===== config.mk =====
export PLATFORM = sky130hd
export DESIGN_NAME = pixel_weighted_intensity_contrast_top_flat
export DESIGN_NICKNAME = d
export VERILOG_FILES = /design/src/rtl/core/pwic_pkg.sv /design/src/rtl/core/pwic_pixel_if.sv /design/src/rtl/core/pwic_gray_if.sv /design/src/rtl/core/pwic_cfg_if.sv /design/src/rtl/core/pwic_div.sv /design/src/rtl/core/pixel_weighted_intensity_contrast_top.sv /design/src/flat_wrapper.sv
export SDC_FILE = /design/constraint.sdc
export NUM_CORES = 2
export LEC_CHECK = 0
export ABC_AREA = 1
export BUFFER_PORTS_ARGS = -buffer_cell sky130_fd_sc_hd__clkbuf_2
export CAP_MARGIN = 30
export CORE_MARGIN = 2
export CORE_UTILIZATION = 25
export DETAILED_ROUTE_END_ITERATION = 12
export PLACE_DENSITY_LB_ADDON = 0.1
export SLEW_MARGIN = 20
export SYNTH_ARGS = -nofsm -noshare
export SYNTH_HDL_FRONTEND = slang
export SYNTH_SLANG_ARGS = --single-unit
export TNS_END_PERCENT = 1

===== constraint.sdc =====
create_clock -name clk -period 15.45 [get_ports clk]
set_input_delay 1.545 -clock clk [delete_from_list [all_inputs] [get_ports clk]]
set_output_delay 1.545 -clock clk [all_outputs]
set_load 0.02 [all_outputs]

===== src/rtl/core/pwic_pkg.sv =====
`timescale 1ns / 1ps

package pwic_pkg;

	localparam int CH_W           = 8;
	localparam int WT_W           = 16;
	localparam int WSUM_W         = 18;
	localparam int PROD_W         = CH_W + WT_W;
	localparam int SUM_W          = PROD_W + 2;
	localparam int SCALED_W       = SUM_W + WT_W;
	localparam int FRAC_SHIFT     = 12;
	localparam int NUM_W          = SCALED_W + 8 - FRAC_SHIFT;
	localparam int Q_W            = 8;
	localparam int DIV_BITS       = 2;
	localparam int DIV_STAGES     = Q_W / DIV_BITS;
	localparam int DIFF_W         = Q_W + 2;
	localparam int GAIN_W         = 16;
	localparam int T_W            = DIFF_W + GAIN_W + 1;
	localparam int CONTRAST_SHIFT = 13;
	localparam int CONTRAST_BIAS  = 255 * 4096;
	localparam int REG_IDX_W      = 3;

	localparam logic [WT_W-1:0]   Q_ONE          = 16'd4096;
	localparam logic [WSUM_W-1:0] W_ONE          = 18'd4096;
	localparam logic              MODE_RST       = 1'b0;
	localparam logic [WT_W-1:0]   RED_WT_RST     = 16'd4096;
	localparam logic [WT_W-1:0]   GREEN_WT_RST   = 16'd4096;
	localparam logic [WT_W-1:0]   BLUE_WT_RST    = 16'd4096;
	localparam logic [WT_W-1:0]   ALPHA_WT_RST   = 16'd0;
	localparam logic [WT_W-1:0]   SCALE_RST      = 16'd4096;
	localparam logic [GAIN_W-1:0] GAIN_RST       = 16'd4096;
	localparam longint unsigned   WSUM_RST       = 64'd12288;

	typedef enum logic [REG_IDX_W-1:0] {
		REG_COMBINE_MODE = 3'd0,
		REG_RED_WEIGHT   = 3'd1,
		REG_GREEN_WEIGHT = 3'd2,
		REG_BLUE_WEIGHT  = 3'd3,
		REG_ALPHA_WEIGHT = 3'd4,
		REG_SCALE        = 3'd5,
		REG_CONTRAST     = 3'd6
	} reg_idx_t;

endpackage


===== src/rtl/core/pwic_pixel_if.sv =====
`timescale 1ns / 1ps

interface pwic_pixel_if import pwic_pkg::*; ();
	logic            valid;
	logic            ready;
	logic [CH_W-1:0] red_in;
	logic [CH_W-1:0] green_in;
	logic [CH_W-1:0] blue_in;
	logic [CH_W-1:0] alpha_in;

	modport source (output valid, red_in, green_in, blue_in, alpha_in, input ready);
	modport sink (input valid, red_in, green_in, blue_in, alpha_in, output ready);
endinterface


===== src/rtl/core/pwic_gray_if.sv =====
`timescale 1ns / 1ps

interface pwic_gray_if import pwic_pkg::*; ();
	logic            valid;
	logic            ready;
	logic [Q_W-1:0]  gray_level;
	logic [CH_W-1:0] alpha_out;

	modport source (output valid, gray_level, alpha_out, input ready);
	modport sink (input valid, gray_level, alpha_out, output ready);
endinterface


===== src/rtl/core/pwic_cfg_if.sv =====
`timescale 1ns / 1ps

interface pwic_cfg_if import pwic_pkg::*; ();
	logic                 valid;
	logic                 ready;
	logic [REG_IDX_W-1:0] index;
	logic [WT_W-1:0]      data;

	modport source (output valid, index, data, input ready);
	modport sink (input valid, index, data, output ready);
endinterface


===== src/rtl/core/pwic_div.sv =====
`timescale 1ns / 1ps

module pwic_div import pwic_pkg::*; #(
	parameter int DEN_W = 26
) (
	input  logic             clk,
	input  logic             arst_n,
	input  logic             in_valid,
	output logic             in_ready,
	input  logic [NUM_W-1:0] num,
	input  logic [DEN_W-1:0] den,
	input  logic [CH_W-1:0]  alpha_in,
	output logic             out_valid,
	input  logic             out_ready,
	output logic [Q_W-1:0]   quo,
	output logic [CH_W-1:0]  alpha_out
);

	localparam int RW   = (NUM_W > DEN_W + Q_W) ? NUM_W : DEN_W + Q_W;
	localparam int LAST = DIV_STAGES - 1;

	logic [RW-1:0]   den_ext;
	logic            v_s     [DIV_STAGES];
	logic            rdy     [DIV_STAGES];
	logic [RW-1:0]   rem_s   [DIV_STAGES];
	logic [Q_W-1:0]  quo_s   [DIV_STAGES];
	logic            sat_s   [DIV_STAGES];
	logic [CH_W-1:0] alpha_s [DIV_STAGES];

	assign den_ext = RW'(den);

	genvar j;
	generate
		for (j = 0; j < DIV_STAGES; j++) begin : g_stage
			localparam int K_HI = Q_W - 1 - DIV_BITS * j;
			localparam int K_LO = K_HI - 1;

			logic            v_in;
			logic [RW-1:0]   rem_in;
			logic [Q_W-1:0]  quo_in;
			logic            sat_in;
			logic [CH_W-1:0] alpha_pre;
			logic [RW-1:0]   rem_mid;
			logic [RW-1:0]   rem_nx;
			logic [Q_W-1:0]  quo_nx;

			if (j == 0) begin : g_first
				assign v_in      = in_valid;
				assign rem_in    = RW'(num);
				assign quo_in    = '0;
				assign sat_in    = RW'(num) >= (den_ext << Q_W);
				assign alpha_pre = alpha_in;
			end else begin : g_next
				assign v_in      = v_s[j-1];
				assign rem_in    = rem_s[j-1];
				assign quo_in    = quo_s[j-1];
				assign sat_in    = sat_s[j-1];
				assign alpha_pre = alpha_s[j-1];
			end

			if (j == LAST) begin : g_rdy_last
				assign rdy[j] = !v_s[j] || out_ready;
			end else begin : g_rdy_mid
				assign rdy[j] = !v_s[j] || rdy[j+1];
			end

			always_comb begin
				quo_nx  = quo_in;
				rem_mid = rem_in;
				if (rem_in >= (den_ext << K_HI)) begin
					rem_mid      = rem_in - (den_ext << K_HI);
					quo_nx[K_HI] = 1'b1;
				end
				rem_nx = rem_mid;
				if (rem_mid >= (den_ext << K_LO)) begin
					rem_nx       = rem_mid - (den_ext << K_LO);
					quo_nx[K_LO] = 1'b1;
				end
			end

			always_ff @(posedge clk or negedge arst_n) begin
				if (!arst_n) begin
					v_s[j] <= 1'b0;
				end else if (rdy[j]) begin
					v_s[j] <= v_in;
				end
			end

			always_ff @(posedge clk) begin
				if (rdy[j]) begin
					rem_s[j]   <= rem_nx;
					quo_s[j]   <= quo_nx;
					sat_s[j]   <= sat_in;
					alpha_s[j] <= alpha_pre;
				end
			end
		end
	endgenerate

	assign in_ready  = rdy[0];
	assign out_valid = v_s[LAST];
	assign quo       = sat_s[LAST] ? '1 : quo_s[LAST];
	assign alpha_out = alpha_s[LAST];

`ifndef NO_ASSERTIONS
	a_rem_first: assert property (@(posedge clk) disable iff (!arst_n)
		v_s[0] && !sat_s[0] |-> rem_s[0] < (den_ext << (Q_W - DIV_BITS)))
		else $error("divider remainder out of range after first stage");
	a_rem_last: assert property (@(posedge clk) disable iff (!arst_n)
		v_s[LAST] && !sat_s[LAST] |-> rem_s[LAST] < den_ext)
		else $error("divider remainder not below divisor");
	a_flow: assert property (@(posedge clk) out_ready |-> in_ready)
		else $error("divider stalls input while output is free");
`endif

endmodule


===== src/rtl/core/pixel_weighted_intensity_contrast_top.sv =====
`timescale 1ns / 1ps

// Converts RGBA pixels to a gray level with a weighted combine, a brightness
// scale with saturation and a contrast curve around mid-gray, and passes alpha.
// The pixel channel takes one item per clock while the pipeline has room, and
// the result channel gives one gray level and alpha for every accepted item, in
// order. The cfg channel writes at most one register per accepted write and is always
// ready; registers must only be written while no item is in flight.
// Throughput is one item per cycle while the result side accepts; the design is a
// ten-stage pipeline in which the division by full scale times the effective weight
// sum is done two quotient bits per stage over four stages.
// Reset empties the pipeline and loads the register defaults: average mode,
// red, green and blue weights of 1.0, alpha weight 0, scale 1.0, contrast 1.0.
// When the receiver stalls, the output register holds its item, earlier stages
// keep filling any empty slots, and pixel ready falls only once every stage is
// occupied. Nothing is lost or repeated across a stall.

module pixel_weighted_intensity_contrast_top import pwic_pkg::*; (
	input  logic   clk,
	input  logic   arst_n,
	pwic_pixel_if.sink   pixel,
	pwic_gray_if.source  result,
	pwic_cfg_if.sink     cfg
);

	localparam int DEN_W = WSUM_W + CH_W;
	localparam logic [DEN_W-1:0] DEN_RST =
		DEN_W'((WSUM_RST << CH_W) - WSUM_RST);

	logic                     mode_q;
	logic [WT_W-1:0]          red_wt_q;
	logic [WT_W-1:0]          green_wt_q;
	logic [WT_W-1:0]          blue_wt_q;
	logic [WT_W-1:0]          alpha_wt_q;
	logic [WT_W-1:0]          scale_q;
	logic signed [GAIN_W-1:0] gain_q;
	logic [DEN_W-1:0]         den_q;

	logic [WSUM_W-1:0] wsum;
	logic [WSUM_W-1:0] w_sel;

	logic                   v_s1, v_s2, v_s3, v_s4, v_s9, v_s10;
	logic                   rdy1, rdy2, rdy3, rdy4, rdy9, rdy10;
	logic [PROD_W-1:0]      pr_s1, pg_s1, pb_s1, pa_s1;
	logic [CH_W-1:0]        alpha_s1, alpha_s2, alpha_s3, alpha_s4, alpha_s9, alpha_s10;
	logic [SUM_W-1:0]       x_s2;
	logic [SCALED_W-1:0]    p_s3;
	logic [NUM_W-1:0]       n_s4;
	logic signed [T_W-1:0]  t_s9;
	logic [Q_W-1:0]         gray_s10;

	logic [SUM_W-1:0]       sum;
	logic [PROD_W-1:0]      max_a;
	logic [PROD_W-1:0]      max_b;
	logic [PROD_W-1:0]      max_p;
	logic [SCALED_W+7:0]    times255;

	logic                   div_in_ready;
	logic                   div_valid;
	logic [Q_W-1:0]         div_quo;
	logic [CH_W-1:0]        div_alpha;
	logic signed [DIFF_W-1:0]       diff;
	logic signed [DIFF_W+GAIN_W-1:0] cprod;

	assign cfg.ready = 1'b1;

	always_ff @(posedge clk or negedge arst_n) begin
		if (!arst_n) begin
			mode_q     <= MODE_RST;
			red_wt_q   <= RED_WT_RST;
			green_wt_q <= GREEN_WT_RST;
			blue_wt_q  <= BLUE_WT_RST;
			alpha_wt_q <= ALPHA_WT_RST;
			scale_q    <= SCALE_RST;
			gain_q     <= GAIN_RST;
		end else if (cfg.valid && cfg.ready) begin
			case (cfg.index)
				REG_COMBINE_MODE: mode_q     <= cfg.data[0];
				REG_RED_WEIGHT:   red_wt_q   <= cfg.data;
				REG_GREEN_WEIGHT: green_wt_q <= cfg.data;
				REG_BLUE_WEIGHT:  blue_wt_q  <= cfg.data;
				REG_ALPHA_WEIGHT: alpha_wt_q <= cfg.data;
				REG_SCALE:        scale_q    <= cfg.data;
				REG_CONTRAST:     gain_q     <= $signed(cfg.data);
				default: ;
			endcase
		end
	end

	// The divisor is the channel full scale times the effective weight sum.
	assign wsum = WSUM_W'(red_wt_q) + WSUM_W'(green_wt_q) + WSUM_W'(blue_wt_q)
		+ WSUM_W'(alpha_wt_q);
	assign w_sel = (mode_q || wsum == '0) ? W_ONE : wsum;

	always_ff @(posedge clk or negedge arst_n) begin
		if (!arst_n) begin
			den_q <= DEN_RST;
		end else begin
			den_q <= (DEN_W'(w_sel) << CH_W) - DEN_W'(w_sel);
		end
	end

	assign rdy10 = !v_s10 || result.ready;
	assign rdy9  = !v_s9 || rdy10;
	assign rdy4  = !v_s4 || div_in_ready;
	assign rdy3  = !v_s3 || rdy4;
	assign rdy2  = !v_s2 || rdy3;
	assign rdy1  = !v_s1 || rdy2;
	assign pixel.ready = rdy1;

	always_ff @(posedge clk or negedge arst_n) begin
		if (!arst_n) begin
			v_s1  <= 1'b0;
			v_s2  <= 1'b0;
			v_s3  <= 1'b0;
			v_s4  <= 1'b0;
			v_s9  <= 1'b0;
			v_s10 <= 1'b0;
		end else begin
			if (rdy1) begin
				v_s1 <= pixel.valid;
			end
			if (rdy2) begin
				v_s2 <= v_s1;
			end
			if (rdy3) begin
				v_s3 <= v_s2;
			end
			if (rdy4) begin
				v_s4 <= v_s3;
			end
			if (rdy9) begin
				v_s9 <= div_valid;
			end
			if (rdy10) begin
				v_s10 <= v_s9;
			end
		end
	end

	always_comb begin
		sum   = SUM_W'(pr_s1) + SUM_W'(pg_s1) + SUM_W'(pb_s1) + SUM_W'(pa_s1);
		max_a = (pg_s1 > pr_s1) ? pg_s1 : pr_s1;
		max_b = (pa_s1 > pb_s1) ? pa_s1 : pb_s1;
		max_p = (max_b > max_a) ? max_b : max_a;
	end

	assign times255 = {p_s3, 8'd0} - {8'd0, p_s3};

	always_ff @(posedge clk) begin
		if (rdy1) begin
			pr_s1    <= PROD_W'(pixel.red_in) * PROD_W'(red_wt_q);
			pg_s1    <= PROD_W'(pixel.green_in) * PROD_W'(green_wt_q);
			pb_s1    <= PROD_W'(pixel.blue_in) * PROD_W'(blue_wt_q);
			pa_s1    <= PROD_W'(pixel.alpha_in) * PROD_W'(alpha_wt_q);
			alpha_s1 <= pixel.alpha_in;
		end
		if (rdy2) begin
			x_s2     <= mode_q ? SUM_W'(max_p) : sum;
			alpha_s2 <= alpha_s1;
		end
		if (rdy3) begin
			p_s3     <= SCALED_W'(x_s2) * SCALED_W'(scale_q);
			alpha_s3 <= alpha_s2;
		end
		if (rdy4) begin
			n_s4     <= times255[SCALED_W+7:FRAC_SHIFT];
			alpha_s4 <= alpha_s3;
		end
	end

	pwic_div #(
		.DEN_W (DEN_W)
	) u_div (
		.clk       (clk),
		.arst_n    (arst_n),
		.in_valid  (v_s4),
		.in_ready  (div_in_ready),
		.num       (n_s4),
		.den       (den_q),
		.alpha_in  (alpha_s4),
		.out_valid (div_valid),
		.out_ready (rdy9),
		.quo       (div_quo),
		.alpha_out (div_alpha)
	);

	assign diff  = $signed({1'b0, div_quo, 1'b0}) - DIFF_W'(255);
	assign cprod = diff * gain_q;

	always_ff @(posedge clk) begin
		if (rdy9) begin
			t_s9     <= T_W'(cprod) + T_W'(CONTRAST_BIAS);
			alpha_s9 <= div_alpha;
		end
		if (rdy10) begin
			if (t_s9[T_W-1]) begin
				gray_s10 <= '0;
			end else if (|t_s9[T_W-2:CONTRAST_SHIFT+Q_W]) begin
				gray_s10 <= '1;
			end else begin
				gray_s10 <= t_s9[CONTRAST_SHIFT+Q_W-1:CONTRAST_SHIFT];
			end
			alpha_s10 <= alpha_s9;
		end
	end

	assign result.valid      = v_s10;
	assign result.gray_level = gray_s10;
	assign result.alpha_out  = alpha_s10;

`ifndef NO_ASSERTIONS
	a_no_block: assert property (@(posedge clk) result.ready |-> pixel.ready)
		else $error("pixel input stalled while result side is free");
	a_den_nonzero: assert property (@(posedge clk) disable iff (!arst_n) den_q != '0)
		else $error("divisor is zero");
	a_clamp_low: assert property (@(posedge clk) disable iff (!arst_n)
		rdy10 && v_s9 && t_s9[T_W-1] |=> result.gray_level == '0)
		else $error("negative contrast value not clamped to zero");
`endif

endmodule


===== src/flat_wrapper.sv =====
// flat-port wrapper written by rule: the top's interface ports become plain ports
module pixel_weighted_intensity_contrast_top_flat import pwic_pkg::*;
  (clk, arst_n, pixel_valid, pixel_red_in, pixel_green_in, pixel_blue_in, pixel_alpha_in, pixel_ready, result_valid, result_gray_level, result_alpha_out, result_ready, cfg_valid, cfg_index, cfg_data, cfg_ready);
  pwic_pixel_if pixel_i ();
  pwic_gray_if result_i ();
  pwic_cfg_if cfg_i ();
  input  logic clk;
  input  logic arst_n;
  input wire logic [$bits(pixel_i.valid)-1:0] pixel_valid;
  input wire logic [$bits(pixel_i.red_in)-1:0] pixel_red_in;
  input wire logic [$bits(pixel_i.green_in)-1:0] pixel_green_in;
  input wire logic [$bits(pixel_i.blue_in)-1:0] pixel_blue_in;
  input wire logic [$bits(pixel_i.alpha_in)-1:0] pixel_alpha_in;
  output wire logic [$bits(pixel_i.ready)-1:0] pixel_ready;
  output wire logic [$bits(result_i.valid)-1:0] result_valid;
  output wire logic [$bits(result_i.gray_level)-1:0] result_gray_level;
  output wire logic [$bits(result_i.alpha_out)-1:0] result_alpha_out;
  input wire logic [$bits(result_i.ready)-1:0] result_ready;
  input wire logic [$bits(cfg_i.valid)-1:0] cfg_valid;
  input wire logic [$bits(cfg_i.index)-1:0] cfg_index;
  input wire logic [$bits(cfg_i.data)-1:0] cfg_data;
  output wire logic [$bits(cfg_i.ready)-1:0] cfg_ready;
  assign pixel_i.valid = pixel_valid;
  assign pixel_i.red_in = pixel_red_in;
  assign pixel_i.green_in = pixel_green_in;
  assign pixel_i.blue_in = pixel_blue_in;
  assign pixel_i.alpha_in = pixel_alpha_in;
  assign pixel_ready = pixel_i.ready;
  assign result_valid = result_i.valid;
  assign result_gray_level = result_i.gray_level;
  assign result_alpha_out = result_i.alpha_out;
  assign result_i.ready = result_ready;
  assign cfg_i.valid = cfg_valid;
  assign cfg_i.index = cfg_index;
  assign cfg_i.data = cfg_data;
  assign cfg_ready = cfg_i.ready;
  pixel_weighted_intensity_contrast_top u_core (.clk(clk), .arst_n(arst_n), .pixel(pixel_i), .result(result_i), .cfg(cfg_i));
endmodule

==> key figures <==
GRT
  – Initial antenna violation count: 31
  – GRT Overall Usage: 17.31%
  – Vias in the first global route: 66300
  – Global-route wire length before repair: 415700 um
  – Global route overflow: 0
  – Largest net degree at the start of global routing: 71

Yosys
  – Post-synthesis compound-gate area fraction: 10.31%
  – Sequential area share after synthesis: 21.25%
  – Most frequent cell after synthesis: nand2_1
  – Synth Area in Simple Gates: 17.67%
  – Syn nets: 11560
  – Largest family of logic cells by synthesized area: adder cells
  – Post-synthesis register bit count: 575
  – Synth Cell Area: 0.07818 mm2
  – Synth Flop Type: edfxtp_1
  – Post-synth top cells: nand2_1, inv_1, fa_1
  – Post-Synth XOR/XNOR Area: 4.626%
  – Synth cell types: 78
  – Share of synthesized registers carrying an async set or reset: 23.13%
  – Post-synth EDFFs: 442
  – Avg Cell Area, Syn: 7.929 um2
  – Synth Warn #: 0
  – Post-synthesis adder-cell area fraction: 34.58%
  – Synth top area share: 22.17%
  – Post-synthesis mux area share: 0%
  – Area contributors post-synth: fa_1, edfxtp_1, ha_1
  – Synth area leader: fa_1
  – Syn Inst Count: 9861

Critical path
  – Reg2reg end: u_core.den_q[23]$_DFF_PN0_
  – CP arrival: 7.01 ns
  – Critical path data required time: 13.91 ns
  – Worst Path Max Fanout: 53
  – Crit Path Category: in -> out
  – FF-to-FF Start: u_core.red_wt_q[0]$_DFFE_PN0P_
  – FF-to-FF path depth: 41
  – Reg2reg setup slack: 8.09 ns
  – Worst setup EP type: output pin
  – CP startpoint kind: input pin
  – CP Launch Point: result_ready
  – Setup crit end: pixel_ready

Route
  – Post-route antenna net violation count: 0
  – Drt first pass iters: 5
  – DR vias/cell: 4.475
  – Metal3 WL: 8309 um
  – Met1 WL: 118200 um
  – Detailed Route WL: 273200 um
  – DR vias: 62790
  – Residual DRC count: 0
  – Met2 routed WL: 139400 um
  – Initial DRC Count: 3223
  – Top Metal Used: met5
  – DR WL/cell: 19.47 um

Floorplan
  – Die Span Y: 563.2 um
  – Die width: 563.2 um
  – Placeable Area: 0.3116 mm2
  – Rows: 205
  – Initial Utilization: 25.09%
  – I/O pin count: 75
  – Die area: 0.3172 mm2

Final layout
  – Share of layout cells above drive strength 1: 4.427%
  – Non-Filler Instances: 14030
  – Final nets: 11510
  – Area Overhead vs Synth: 10.13%

Place
  – Port Buf Inserts: 73
  – Dpl ws: 6.681 ns
  – GPL Wtd Cong: 0.8786
  – DP Wirelength: 225100 um
  – Placed cells: 13860

Timing
  – Final Skew: 0.1133 ns
  – Final Cycle Share: 55.37%
  – Fmax: 0.1169 GHz
  – RSZ-0062 raised after global routing: no
  – Final Max Slew Viols: 0
  – Fin crit period: 8.555 ns
  – Fin. Hold Viols: 0
  – Setup TNS: 0 ns
  – Fin worst setup slack: 6.895 ns
  – Relative slew slack: 30.29%
  – Slew @ Worst Pin: 1.046 ns
  – Setup violations, final: 0

Min path
  – Worst hold start: u_core.alpha_s2[1]$_DFFE_PP_
  – Hold crit path type: reg -> reg

Clocking
  – CTS H-tree depth: 3
  – Root Buffer: clkbuf_16
  – Clock transition at the registers of the reported paths: 0.05 ns
  – Hold_buf cts: 0
  – Clk Latency, worst-skew pair: 0.83 ns
  – PostCTS Resize Cnt: 0
  – Total CTS buffers: 84
  – Clock Path Buffers: 4
  – Clk sinks: 575
  – TritonCTS clock tree: yes
  – Setup bufs post-CTS: 0

Flow run
  – MaxCap Viol Count: 0

Status
  – Status: finished clean
==> cell type report <==
type	count	area, um2
Multi-Input combinational cell	6911	52560
Clock buffer	107	2238
Sequential cell	575	16620
Fill cell	34030	225500
Inverter	2054	7715
Antenna cell	19	47.55
Clock inverter	43	414.1
Tap cell	4140	5180
Timing Repair Buffer	182	1324
==> worst max-delay path: stages <==
cell      delay (ns)
clkbuf_2        0.08
nor2_1          0.04
inv_1           0.49
nor2_1          0.08
inv_1           0.66
nor2_1          0.08
inv_1           0.54
nor2_1          0.14
inv_2           0.09
nor2_1          0.06
inv_2           0.06
buf_4           0.52
nor2_1          0.13
inv_2           0.07
buf_4           0.52
nor2_1          0.11
clkinv_1        0.07
buf_4           0.50
nor2_1          0.13
inv_2           0.09
nor2_1          0.08
nand2_4         0.46
clkbuf_2        0.29
==> cell usage in the layout (no fill, tap or decap), drive strengths merged, types with 110 or more instances in the layout <==
cell    instances
nand2        2409
inv          2052
fa            866
ha            775
a21oi         590
nor2          561
o21ai         557
edfxtp        442
xor2          252
nand3         226
clkbuf        179
xnor2         161
dfrtp         120
buf           110
==> metal layers <==
layer  global-route usage (%)  up-vias
met1                    21.71    30780
li1                         -    30780
met4                    4.266        2
met2                    31.63      939
met3                    1.608      293
met5                        0        -
==> how the worst min path moves through the flow <==
stage                                                 to  slack, ns  cells after the start
floorplan                   u_core.alpha_s2[0]$_DFFE_PP_       0.40                      0
global placement            u_core.alpha_s2[0]$_DFFE_PP_       0.41                      0
detailed placement  u_core.u_div.alpha_s[2][6]$_DFFE_PP_       0.40                      0
CTS                         u_core.alpha_s3[1]$_DFFE_PP_       0.37                      0
global route                u_core.alpha_s3[1]$_DFFE_PP_       0.41                      0
finish                      u_core.alpha_s3[1]$_DFFE_PP_       0.38                      0
==> per-stage QoR <==
| step | hold WS, ns | instance area [um2] | util (%) |
|---|---|---|---|
| floorplan | 0.4003 | 78190 | - |
| global placement | 0.4059 | 83150 | 26.68 |
| detailed placement | 0.4045 | 83310 | 26.73 |
| CTS | 0.3730 | 85970 | 27.58 |
| global route | 0.4126 | 86070 | 27.62 |
| finish | 0.3766 | 86100 | 27.63 |
==> sequential cells by signal, summed over array words and instances, names as in the netlist, 26 cells and up <==
register and flops:
u_core.p_s3 42, u_core.u_div.alpha_s 32, u_core.n_s4 38, u_core.x_s2 26, u_core.u_div.rem_s 114, u_core.den_q 26
==> cells by family after synthesis <==
group           count (synthesis)
flops                         575
buf+inv                      2375
fa+ha+maj                    1641
compound gates               1440
other cells                     1
xor+xnor                      413
simple gates                 3416
Power is not shown: default switching activity piles up to over one toggle a cycle in this logic, so the estimate is an artifact.
